==> src/hw/rtl/golenc_pkg.sv <==
// shared types and constants for the golomb encoder
`default_nettype none

package golenc_pkg;

  localparam int CFG_INDEX_BITS = 2;
  localparam int CFG_DATA_BITS  = 16;
  localparam int DIV_BITS       = 16;
  localparam int RUN_BITS       = 16;
  localparam int LEN_BITS       = 5;

  // configuration register indexes
  typedef enum logic [CFG_INDEX_BITS-1:0] {
    REG_DIVISOR  = 2'd0,
    REG_NEG_MODE = 2'd1
  } reg_index_t;

  // divisor and the truncated binary constants derived from it
  typedef struct packed {
    logic [DIV_BITS-1:0] m;    // effective divisor, never zero
    logic [LEN_BITS-1:0] rb;   // ceil(log2 m)
    logic [DIV_BITS-1:0] cut;  // 2^rb - m
  } div_cfg_t;

endpackage

`default_nettype wire

==> src/hw/rtl/golenc_front.sv <==
// front stage: takes input values and maps them to unsigned code values
`default_nettype none

module golenc_front #(
  parameter int VALUE_BITS = 16
) (
  input  logic                  clk,
  input  logic                  rst,
  input  logic                  in_valid,
  output logic                  in_stall,
  input  logic [VALUE_BITS-1:0] value,
  input  logic                  neg_mode,
  output logic                  push,
  input  logic                  q_full,
  output logic [VALUE_BITS+1:0] push_data
);

  logic                  f_valid;
  logic [VALUE_BITS-1:0] f_u;
  logic                  f_su;
  logic                  f_sb;

  logic                  neg;
  logic [VALUE_BITS-1:0] mag;
  logic [VALUE_BITS-1:0] u_map;
  logic                  take;

  assign neg = value[VALUE_BITS-1];
  // most negative value wraps to its exact magnitude
  assign mag = neg ? (~value + VALUE_BITS'(1)) : value;

  always_comb begin
    if (neg_mode) begin
      u_map = mag;
    end else if (neg) begin
      u_map = {mag[VALUE_BITS-2:0], 1'b0} - VALUE_BITS'(1);
    end else begin
      u_map = {value[VALUE_BITS-2:0], 1'b0};
    end
  end

  assign push      = f_valid && !q_full;
  assign in_stall  = f_valid && q_full;
  assign take      = in_valid && !in_stall;
  assign push_data = {f_su, f_sb, f_u};

  always_ff @(posedge clk) begin
    if (rst) begin
      f_valid <= 1'b0;
    end else if (take) begin
      f_valid <= 1'b1;
    end else if (push) begin
      f_valid <= 1'b0;
    end
    if (take) begin
      f_u  <= u_map;
      f_su <= neg_mode;
      f_sb <= neg_mode && neg;
    end
  end

endmodule

`default_nettype wire

==> src/hw/rtl/golenc_fifo.sv <==
// small flop queue between front and back
`default_nettype none

module golenc_fifo #(
  parameter int WIDTH = 18,
  parameter int DEPTH = 4
) (
  input  logic             clk,
  input  logic             rst,
  input  logic             push,
  input  logic [WIDTH-1:0] push_data,
  output logic             full,
  input  logic             pop,
  output logic             empty,
  output logic [WIDTH-1:0] head
);

  localparam int PW = (DEPTH > 1) ? $clog2(DEPTH) : 1;
  localparam int CW = $clog2(DEPTH + 1);

  logic [WIDTH-1:0] mem [DEPTH];
  logic [PW-1:0]    wr_ptr;
  logic [PW-1:0]    rd_ptr;
  logic [CW-1:0]    count;

  assign full  = (count == CW'(DEPTH));
  assign empty = (count == '0);
  assign head  = mem[rd_ptr];

  always_ff @(posedge clk) begin
    if (rst) begin
      wr_ptr <= '0;
      rd_ptr <= '0;
      count  <= '0;
    end else begin
      if (push) begin
        wr_ptr <= (wr_ptr == PW'(DEPTH - 1)) ? '0 : wr_ptr + PW'(1);
      end
      if (pop) begin
        rd_ptr <= (rd_ptr == PW'(DEPTH - 1)) ? '0 : rd_ptr + PW'(1);
      end
      if (push && !pop) begin
        count <= count + CW'(1);
      end else if (pop && !push) begin
        count <= count - CW'(1);
      end
    end
    if (push) begin
      mem[wr_ptr] <= push_data;
    end
  end

endmodule

`default_nettype wire

==> src/hw/rtl/golenc_back.sv <==
// back end: pipelined restoring divider and truncated binary encode
`default_nettype none

module golenc_back #(
  parameter int VALUE_BITS = 16
) (
  input  logic                          clk,
  input  logic                          rst,
  input  golenc_pkg::div_cfg_t          cfg,
  input  logic                          q_empty,
  input  logic [VALUE_BITS+1:0]         q_head,
  output logic                          pop,
  output logic                          out_valid,
  input  logic                          out_stall,
  output logic                          sign_used,
  output logic                          sign_flag,
  output logic [golenc_pkg::RUN_BITS-1:0] zero_run,
  output logic [golenc_pkg::DIV_BITS-1:0] remainder_code,
  output logic [golenc_pkg::LEN_BITS-1:0] remainder_len
);

  localparam int VB = VALUE_BITS;
  localparam int DW = golenc_pkg::DIV_BITS;
  localparam int RW = golenc_pkg::RUN_BITS;

  // stage k holds the state after quotient bit VB-1-k has been decided
  logic          s_valid [VB];
  logic [VB-1:0] s_u     [VB];
  logic [VB-1:0] s_q     [VB];
  logic [DW-1:0] s_rem   [VB];
  logic          s_su    [VB];
  logic          s_sb    [VB];

  logic [VB-1:0] c_u     [VB];
  logic [VB-1:0] c_q     [VB];
  logic [DW-1:0] c_rem   [VB];
  logic          c_su    [VB];
  logic          c_sb    [VB];
  logic [DW:0]   c_t     [VB];
  logic          c_ge    [VB];
  logic [VB-1:0] n_q     [VB];
  logic [DW-1:0] n_rem   [VB];

  logic             adv;
  logic [VB+RW-1:0] q_ext;
  logic [DW-1:0]    r_last;
  logic             r_lt;

  assign adv = !out_valid || !out_stall;
  assign pop = adv && !q_empty;

  always_comb begin
    for (int k = 0; k < VB; k++) begin
      if (k == 0) begin
        c_u[k]   = q_head[VB-1:0];
        c_sb[k]  = q_head[VB];
        c_su[k]  = q_head[VB+1];
        c_q[k]   = '0;
        c_rem[k] = '0;
      end else begin
        c_u[k]   = s_u[k-1];
        c_sb[k]  = s_sb[k-1];
        c_su[k]  = s_su[k-1];
        c_q[k]   = s_q[k-1];
        c_rem[k] = s_rem[k-1];
      end
      c_t[k]   = {c_rem[k], c_u[k][VB-1-k]};
      c_ge[k]  = (c_t[k] >= {1'b0, cfg.m});
      n_rem[k] = c_ge[k] ? DW'(c_t[k] - {1'b0, cfg.m}) : c_t[k][DW-1:0];
      n_q[k]   = VB'({c_q[k], c_ge[k]});
    end
  end

  // quotient saturates, remainder goes out in truncated binary
  assign q_ext  = (VB+RW)'(s_q[VB-1]);
  assign r_last = s_rem[VB-1];
  assign r_lt   = (r_last < cfg.cut);

  always_ff @(posedge clk) begin
    if (rst) begin
      for (int k = 0; k < VB; k++) begin
        s_valid[k] <= 1'b0;
      end
      out_valid <= 1'b0;
    end else if (adv) begin
      s_valid[0] <= pop;
      for (int k = 1; k < VB; k++) begin
        s_valid[k] <= s_valid[k-1];
      end
      out_valid <= s_valid[VB-1];
    end
    if (adv) begin
      for (int k = 0; k < VB; k++) begin
        s_u[k]   <= c_u[k];
        s_q[k]   <= n_q[k];
        s_rem[k] <= n_rem[k];
        s_su[k]  <= c_su[k];
        s_sb[k]  <= c_sb[k];
      end
      sign_used <= s_su[VB-1];
      sign_flag <= s_sb[VB-1];
      if (q_ext > (VB+RW)'({RW{1'b1}})) begin
        zero_run <= {RW{1'b1}};
      end else begin
        zero_run <= q_ext[RW-1:0];
      end
      if (r_lt) begin
        remainder_code <= r_last;
        remainder_len  <= cfg.rb - golenc_pkg::LEN_BITS'(1);
      end else begin
        remainder_code <= r_last + cfg.cut;
        remainder_len  <= cfg.rb;
      end
    end
  end

endmodule

`default_nettype wire

==> src/hw/rtl/golomb_encoder_top.sv <==
// top level of the golomb encoder with truncated binary remainder
//
//  channel | direction | handshake              | payload
//  --------+-----------+------------------------+---------------------------------------
//  in      | input     | in_valid / in_stall    | value
//  out     | output    | out_valid / out_stall  | sign_used sign_flag zero_run
//          |           |                        | remainder_code remainder_len
//  cfg     | input     | cfg_valid / cfg_ready  | cfg_index cfg_data
//
// one value per cycle sustained while out_stall is low; each value passes through
// the front register, the queue, one divider stage per quotient bit and the output register
// the divider pipeline depth, one compare and subtract per stage, sets the latency
// rst is synchronous and empties front, queue and pipeline; divisor resets to 1
// out_stall freezes the whole back pipeline; the 4-entry queue then fills and
// in_stall rises only once the front register cannot drain
`default_nettype none

module golomb_encoder_top #(
  parameter int VALUE_BITS = 16
) (
  input  logic                                  clk,
  input  logic                                  rst,
  // input transfer
  input  logic                                  in_valid,
  output logic                                  in_stall,
  input  logic signed [VALUE_BITS-1:0]          value,
  // result transfer
  output logic                                  out_valid,
  input  logic                                  out_stall,
  output logic                                  sign_used,
  output logic                                  sign_flag,
  output logic [golenc_pkg::RUN_BITS-1:0]       zero_run,
  output logic [golenc_pkg::DIV_BITS-1:0]       remainder_code,
  output logic [golenc_pkg::LEN_BITS-1:0]       remainder_len,
  // configuration write
  input  logic                                  cfg_valid,
  output logic                                  cfg_ready,
  input  logic [golenc_pkg::CFG_INDEX_BITS-1:0] cfg_index,
  input  logic [golenc_pkg::CFG_DATA_BITS-1:0]  cfg_data
);

  localparam int QW = VALUE_BITS + 2;  // queue entry: sign used, sign bit, mapped value
  localparam int DW = golenc_pkg::DIV_BITS;
  localparam int LW = golenc_pkg::LEN_BITS;

  golenc_pkg::div_cfg_t cfg;
  golenc_pkg::div_cfg_t cfg_next;
  logic                 neg_mode;

  logic [DW-1:0] m_new;
  logic [DW-1:0] m_less;
  logic [LW-1:0] rb_new;

  logic          push;
  logic          q_full;
  logic          q_empty;
  logic          pop;
  logic [QW-1:0] push_data;
  logic [QW-1:0] q_head;

  // the port takes a write every cycle
  assign cfg_ready = 1'b1;

  // derive the truncated binary constants when the divisor is written
  // a divisor of zero behaves as one
  always_comb begin
    m_new  = (cfg_data == '0) ? DW'(1) : cfg_data;
    m_less = m_new - DW'(1);
    rb_new = '0;
    for (int i = 0; i < DW; i++) begin
      if (m_less[i]) begin
        rb_new = LW'(i + 1);
      end
    end
    cfg_next.m   = m_new;
    cfg_next.rb  = rb_new;
    cfg_next.cut = DW'((17'd1 << rb_new) - {1'b0, m_new});
  end

  always_ff @(posedge clk) begin
    if (rst) begin
      cfg.m    <= DW'(1);
      cfg.rb   <= '0;
      cfg.cut  <= '0;
      neg_mode <= 1'b0;
    end else if (cfg_valid && cfg_ready) begin
      case (golenc_pkg::reg_index_t'(cfg_index))
        golenc_pkg::REG_DIVISOR: begin
          cfg <= cfg_next;
        end
        golenc_pkg::REG_NEG_MODE: begin
          neg_mode <= cfg_data[0];
        end
        default: begin
        end
      endcase
    end
  end

  // front: map signed value to the unsigned code value
  golenc_front #(
    .VALUE_BITS (VALUE_BITS)
  ) u_front (
    .clk       (clk),
    .rst       (rst),
    .in_valid  (in_valid),
    .in_stall  (in_stall),
    .value     (value),
    .neg_mode  (neg_mode),
    .push      (push),
    .q_full    (q_full),
    .push_data (push_data)
  );

  // queue decouples front and back
  golenc_fifo #(
    .WIDTH (QW),
    .DEPTH (4)
  ) u_fifo (
    .clk       (clk),
    .rst       (rst),
    .push      (push),
    .push_data (push_data),
    .full      (q_full),
    .pop       (pop),
    .empty     (q_empty),
    .head      (q_head)
  );

  // back: divide, saturate quotient, encode remainder
  golenc_back #(
    .VALUE_BITS (VALUE_BITS)
  ) u_back (
    .clk            (clk),
    .rst            (rst),
    .cfg            (cfg),
    .q_empty        (q_empty),
    .q_head         (q_head),
    .pop            (pop),
    .out_valid      (out_valid),
    .out_stall      (out_stall),
    .sign_used      (sign_used),
    .sign_flag      (sign_flag),
    .zero_run       (zero_run),
    .remainder_code (remainder_code),
    .remainder_len  (remainder_len)
  );

endmodule

`default_nettype wire

==> config.mk <==
export PLATFORM = sky130hd
export DESIGN_NAME = golomb_encoder_top
export DESIGN_NICKNAME = d
export VERILOG_FILES = /design/src/hw/rtl/golenc_pkg.sv /design/src/hw/rtl/golenc_front.sv /design/src/hw/rtl/golenc_fifo.sv /design/src/hw/rtl/golenc_back.sv /design/src/hw/rtl/golomb_encoder_top.sv
export SDC_FILE = /design/constraint.sdc
export NUM_CORES = 2
export LEC_CHECK = 0
export BUFFER_PORTS_ARGS = -buffer_cell sky130_fd_sc_hd__buf_2
export CAP_MARGIN = 20
export CELL_PAD_IN_SITES_DETAIL_PLACEMENT = 1
export CELL_PAD_IN_SITES_GLOBAL_PLACEMENT = 1
export CORE_MARGIN = 2
export CORE_UTILIZATION = 58
export CTS_BUF_LIST = sky130_fd_sc_hd__clkbuf_4
export DETAILED_ROUTE_END_ITERATION = 8
export HOLD_SLACK_MARGIN = 0.05
export PLACE_DENSITY = 0.87
export SLEW_MARGIN = 30
export SYNTH_ARGS = -nofsm -noshare
export SYNTH_HDL_FRONTEND = slang
export SYNTH_SLANG_ARGS = --single-unit
==> constraint.sdc <==
create_clock -name clk -period 35.9 [get_ports clk]
set_clock_uncertainty 0.1 [all_clocks]
set_input_delay 1.795 -clock clk [delete_from_list [all_inputs] [get_ports clk]]
set_output_delay 1.795 -clock clk [all_outputs]
set_load 0.01 [all_outputs]
# Word level (Yosys, flattened, before mapping)
# Memories as Yosys holds them, arrays and structs flattened. A register that Yosys moved wholly into a read port is not among the register bits.
# Index checks and enable logic that the tools add are counted.
# word_totals
inputBits,39
word_cells,179
memories,7
ff_bits,101
output_inout_bits,42
ramBits,888
# classes
mux,70
shifts,1
bitwise_logic,17
addsub,26
order_cmp,18
n_reduce_logical,22
n_eq_ne,4
# memory_table
memory,depth,width,rd,rd_ports_with_merged_regs,write_ports,line_no,rtl
u_back.s_q,16,16,16,0,16,golenc_back.sv:29,logic [VB-1:0] s_q [VB];
u_back.s_rem,16,16,16,0,16,golenc_back.sv:30,logic [DW-1:0] s_rem [VB];
u_back.s_u,16,16,15,0,16,golenc_back.sv:28,logic [VB-1:0] s_u [VB];
u_fifo.mem,4,18,1,1,1,golenc_fifo.sv:21,logic [WIDTH-1:0] mem [DEPTH];
u_back.s_sb,16,1,16,1,16,golenc_back.sv:32,logic s_sb [VB];
u_back.s_su,16,1,16,1,16,golenc_back.sv:31,logic s_su [VB];
1 more memories,--,--,--,--,--,--,
# ops
operator,count
16-bit two-way mux,21
16-bit subtractor,16
17-bit by 16-bit >= comparator with 1-bit output,15
5-bit two-way mux,15
"16-bit by 1-bit subtractor with 16-bit output, second input constant",2
1-bit two-way mux,27
"16-bit by 1-bit adder with 16-bit output, second input constant",1
16-bit adder,1
1-bit by 16-bit >= comparator with 1-bit output,1
"16-bit greater-than comparator, second input constant",1
16-bit zero test,1
16-bit < comparator,1
16-bit NOT,1
1-bit bitwise OR,16
"1-bit by 5-bit left shift with 16-bit output, first input constant",1
1-bit by 16-bit subtractor with 16-bit output,1
2-bit two-way mux,5
1-bit logical AND,7
1-bit zero test,7
3-bit two-way mux,2
"5-bit by 1-bit subtractor with 5-bit output, second input constant",1
"2-bit by 1-bit adder with 2-bit output, second input constant",2
"2-bit equality test, second input constant",2
2-bit AND reduction,2
other kinds (8),9

# Depth between registers and ports, before layout
# depth
word_depth,21
ltp_mapped,25

# Modules after synthesis
# A second synthesis with hierarchy kept.
# unflattened
cells_unflattened,3447
hier_area_um2,41055.6
# by_module_without_submodules
module,area_per_inst_um2,seq_area_each_um2,instances,cells_each
golenc_back,32956.6,18007.3,1,2655
golenc_fifo,3079.2,2342.2,1,138
golomb_encoder_top,3047.9,760.7,1,420
golenc_front,1971.9,560.5,1,234

# Worst setup path after synthesis
# No wires, ideal clock.
# synth_path
path_type,input-to-reg
startpoint,input port out_stall
endpoint,memory u_back.s_valid[0] (enable)
t_arrival_ps,15867
slack_ps,19518
n_path_buf,0
path_stages,2
setup_ps,415
cell_sequence,nand2_1 > or2_2
# synth_lines
element,line_no,rtl
from (decl),golomb_encoder_top.sv:29,"input logic out_stall,"
to (decl),golenc_back.sv:27,logic s_valid [VB];

# Worst setup path after layout
# layout_path
startpoint,input port cfg_data[13] (netlist bit)
endpoint,"register, netlist name cfg[12]"
# layout_between
elab_chain_cells,21
# layout_rtl
element,line_no,rtl
from (decl),golomb_encoder_top.sv:39,input logic [golenc_pkg::CFG_DATA_BITS-1:0] cfg_data
16-bit zero test,golomb_encoder_top.sv:67,m_new = (cfg_data == '0) ? DW'(1) : cfg_data;
16-bit two-way mux *,golomb_encoder_top.sv:67,
16-bit by 1-bit subtractor with 16-bit output,golomb_encoder_top.sv:68,m_less = m_new - DW'(1);
1-bit two-way mux,golomb_encoder_top.sv:71,if (m_less[i]) begin
2-bit two-way mux,golomb_encoder_top.sv:71,
5-bit two-way mux (14 in series),golomb_encoder_top.sv:71,
1-bit by 5-bit left shift with 16-bit output,golomb_encoder_top.sv:77,"cfg_next.cut = DW'((17'd1 << rb_new) - {1'b0, m_new});"
16-bit subtractor *,golomb_encoder_top.sv:77,
# Every way passes the cells marked *; elsewhere a longest branch is shown, timed or not.
# A chain may end at the register's enable or synchronous reset.

==> summary.txt <==
Outcome
  – Status: complete, no violations

Yosys
  – FFs w/ async S/R, synth: 0%
  – Most frequent cells after synthesis: edfxtp_1, ha_1, nor2_1
  – Post-Syn Nets: 3,844
  – Top cell type's share of synthesized area: approximately half
  – Unique masters post-synth: 89
  – Post-synth EDFFs: just under 700
  – Synthesized cell area: 0.0412 mm2
  – Synth Area per Inst: 11.8 um2
  – Register area share after synthesis: between 50% and 60%
  – Synth Register Bits: 738
  – Most common cell in the netlist: edfxtp_1
  – Synth warnings: 0
  – Yosys top cell by area: edfxtp_1
  – Syn Inst Count: 3,489
  – Post-synth top flop: edfxtp_1
  – Synth top area cells: edfxtp_1, ha_1, mux2_2

Floorplanning
  – Core area: 0.0701 mm2
  – Die height: 271 um
  – Starting utilization of the core area: approximately three fifths
  – IO Pins: 81
  – Die area: roughly 0.073 mm2
  – Die Wd: ~270 um
  – Cell Rows: 97

Layout
  – Finished Cell Area: about 0.045 mm2
  – Fraction of layout cells with a size suffix above 1: about 18%
  – Fill count: a little over 7,000
  – Area growth syn-to-layout: 9.93%
  – Layout net count: 4,067

CTS
  – Worst skew pair latency: 1110 ps
  – Reg clk slew, reported paths: 70 ps
  – Post-CTS Resized: 0
  – CTS buffer count: 192
  – # Post-CTS Setup Buffers: 0
  – CTS Buffer Depth: 3
  – Htree depth: 4
  – Clk sink count: 738
  – Clock Tree Root: clkbuf_4
  – Hold-fix buffers, CTS: 0
  – CTS tree: yes

Timing
  – Final hold viol count: 0
  – Final setup TNS: 0 ps
  – F_max: 135 MHz
  – Final worst path period share: 20.7%
  – Worst slew margin: about a third
  – Post-route minimum period: 7420 ps
  – Hold WS: around 280 ps
  – Slew Viols, Final: 0
  – Setup Viol. Count Final: 0
  – Unrepaired setup endpoints after global routing: no
  – Worst slew pin tran: 973 ps

Route
  – DR DRC count: 0
  – Vias: around 30,000
  – Vias/cell: 6.22
  – Post-Route WL: 115 mm
  – First DRT Iteration DRCs: 2,077
  – Drt pass-1 iters: 5
  – DRT antenna net count: 0
  – Avg WL per Cell: 23.9 um

Power and ir drop
  – Power, Total: 4590 uW
  – Worst VDD drop: 0.0612 mV
  – Sw Share: 39.0%
  – Flop pwr share: ~36%
  – Clock share of power: 16.6%
  – Int Pwr: between 2000 and 3000 uW
  – Leak: 0.0173 uW
  – Sw Pwr: 1790 uW
  – Comb pwr share: ~48%
  – Power density over cell area: 101 mW/mm2

Worst setup path
  – Crit path from: cfg_data[13]
  – CP peak stage delay: 660 ps
  – CP cell instances: buf_2, nor3_1, nand3_1, nor2_1, a31oi_1, ha_1, or4b_4, nor2_1, a2111oi_0, a311oi_1, a31o_2, a311oi_4, or3_1, ha_1, inv_1, fa_1, a21o_1, a21o_1, a2111oi_0, o31ai_1, o41ai_1, xnor2_1, nand2_1, a21oi_1
  – Critical Path End Type: register
  – Crit Path Class: in -> reg
  – FF-to-FF Start: cfg[22]$_SDFFE_PP0P_
  – R2R Setup Slk: 31,290 ps
  – Worst EP arrival: 8300 ps
  – Critical-path top delay cell: a2111oi_0
  – Worst setup SP type: primary input
  – Worst Path Max Fanout: 10
  – Critical Path RT: 36,780 ps

Global routing
  – Largest net degree at the start of global routing: 84
  – First-pass GRT wire length: 181 mm
  – Global route overflow: 0
  – Initial antenna violation count: 3
  – Gr usage total: 31.3%
  – Vias in the first global route: roughly 32,000

Placed design
  – Detailed placement HPWL: about 77 mm
  – Gpl congestion: 0.854
  – PortBufs: just under 80
  – Post-Place Cell Area: 0.0428 mm2

Hold path
  – Min-delay src: u_back.s_u[0][22]$_DFFE_PN_
  – Min-Delay Path Class: reg -> reg

Run
  – MaxCap Viol Count: 0
-- cell families after synthesis --
logic type               share of synthesized area, %
AO/OA/AOI/OAI                                    11.1
XOR/XNOR                                         4.89
adder cells (fa/ha/maj)                          9.92
buffers and inverters                            2.49
flip-flops                                       52.6
multiplexers                                     7.18
other                                         0.00909
AND/OR/NAND/NOR                                  11.8
-- metrics by stage --
stage	utilization [%]	setup slack (ps)	std cells
finish	64.6	28480	4806
detailed placement	61.0	27470	4458
floorplan	-	19520	3489
CTS	64.6	28560	4802
global route	64.6	28100	4806
global placement	60.9	27420	4457
-- layout make-up --
class | instances | area (um2) | area share [%]
diodes | 4 | 10.0 | 0.0221
clock buffers | 286 | 2150 | 4.74
clock inverters | 58 | 372 | 0.820
inverters | 170 | 638 | 1.41
multi-input cells | 2489 | 18600 | 41.0
flip-flops and latches | 738 | 21700 | 47.8
well taps | 940 | 1180 | 2.59
repair buffers | 121 | 741 | 1.63
-- worst paths after layout --
check                                       end  cells after the start
setup reg to reg  u_back.s_rem[0][67]$_DFFE_PN_                     12
hold / removal      u_back.s_u[0][38]$_DFFE_PN_                      0
hold reg to reg     u_back.s_u[0][38]$_DFFE_PN_                      0
setup / recovery           cfg[12]$_SDFFE_PP0P_                     24
-- layer usage --
layer / global-route usage, % / up-vias / share of wire [%] / wire [um]
li1: - / 13700 / - / -
met1: 38.8 / 14900 / 41 / 47300
met2: 53.4 / 910 / 50 / 57300
met3: 5.37 / 319 / 4.9 / 5580
met4: 14.7 / 0 / 4.1 / 4680
met5: 0 / - / 0 / 0
-- power groups by stage --
stage	combinational (uW)	sequential (uW)	clock [uW]
3_3_place_gp	1940	1620	0
4_1_cts	2160	1640	781
5_1_grt	2380	1670	821
2_1_floorplan	1590	1550	0
6_report	2190	1640	763
3_5_place_dp	2110	1640	0
-- cells in the final DEF, fill, tap and decap left out, drive strengths merged, types with 13 or more instances in the layout --
cell / netlist / layout
nand2b: 29 / 29
nor3: 93 / 93
nor2b: 69 / 69
a211o: 17 / 17
edfxtp: 689 / 689
o311ai: 16 / 16
nand4: 56 / 56
a2111oi: 15 / 15
or3: 30 / 30
o21a: 30 / 30
a21boi: 26 / 26
clkinv: 2 / 47
mux2i: 46 / 46
and2: 30 / 30
mux4: 17 / 17
ha: 298 / 298
a21o: 51 / 51
dfxtp: 49 / 49
nand3: 71 / 71
buf: 29 / 121
fa: 18 / 18
a211oi: 24 / 24
nor2: 288 / 288
inv: 168 / 181
xnor2: 167 / 167
o21ai: 139 / 139
a31oi: 35 / 35
nor4: 43 / 43
clkbuf: 63 / 286
or4: 15 / 15
o21bai: 15 / 15
and3: 27 / 27
xor2: 63 / 63
a21oi: 222 / 222
or2: 13 / 13
nand2: 199 / 199
mux2: 188 / 188
-- sequential cells by signal (all words and copies together), names as in the netlist, 2 cells and up, named ones only --
signal and cells:
u_front.f_u 16, u_back.remainder_len 5, u_fifo.rd_ptr 2, cfg 37, u_fifo.count 3, u_back.s_q 136
u_back.s_u 120, u_back.s_valid 16, u_back.remainder_code 16, u_back.s_sb 16, u_back.zero_run 16, u_back.s_su 16
u_fifo.mem 72, u_fifo.wr_ptr 2, u_back.s_rem 256
-- critical path: cells and delay by family --
family                   cells  cell delay, ps
AO/OA/AOI/OAI               11            3390
AND/OR/NAND/NOR              7            1810
adder cells (fa/ha/maj)      3             920
buffers and inverters        2             220
XOR/XNOR                     1             160
Note: power is estimated with default switching activity, not from simulation.
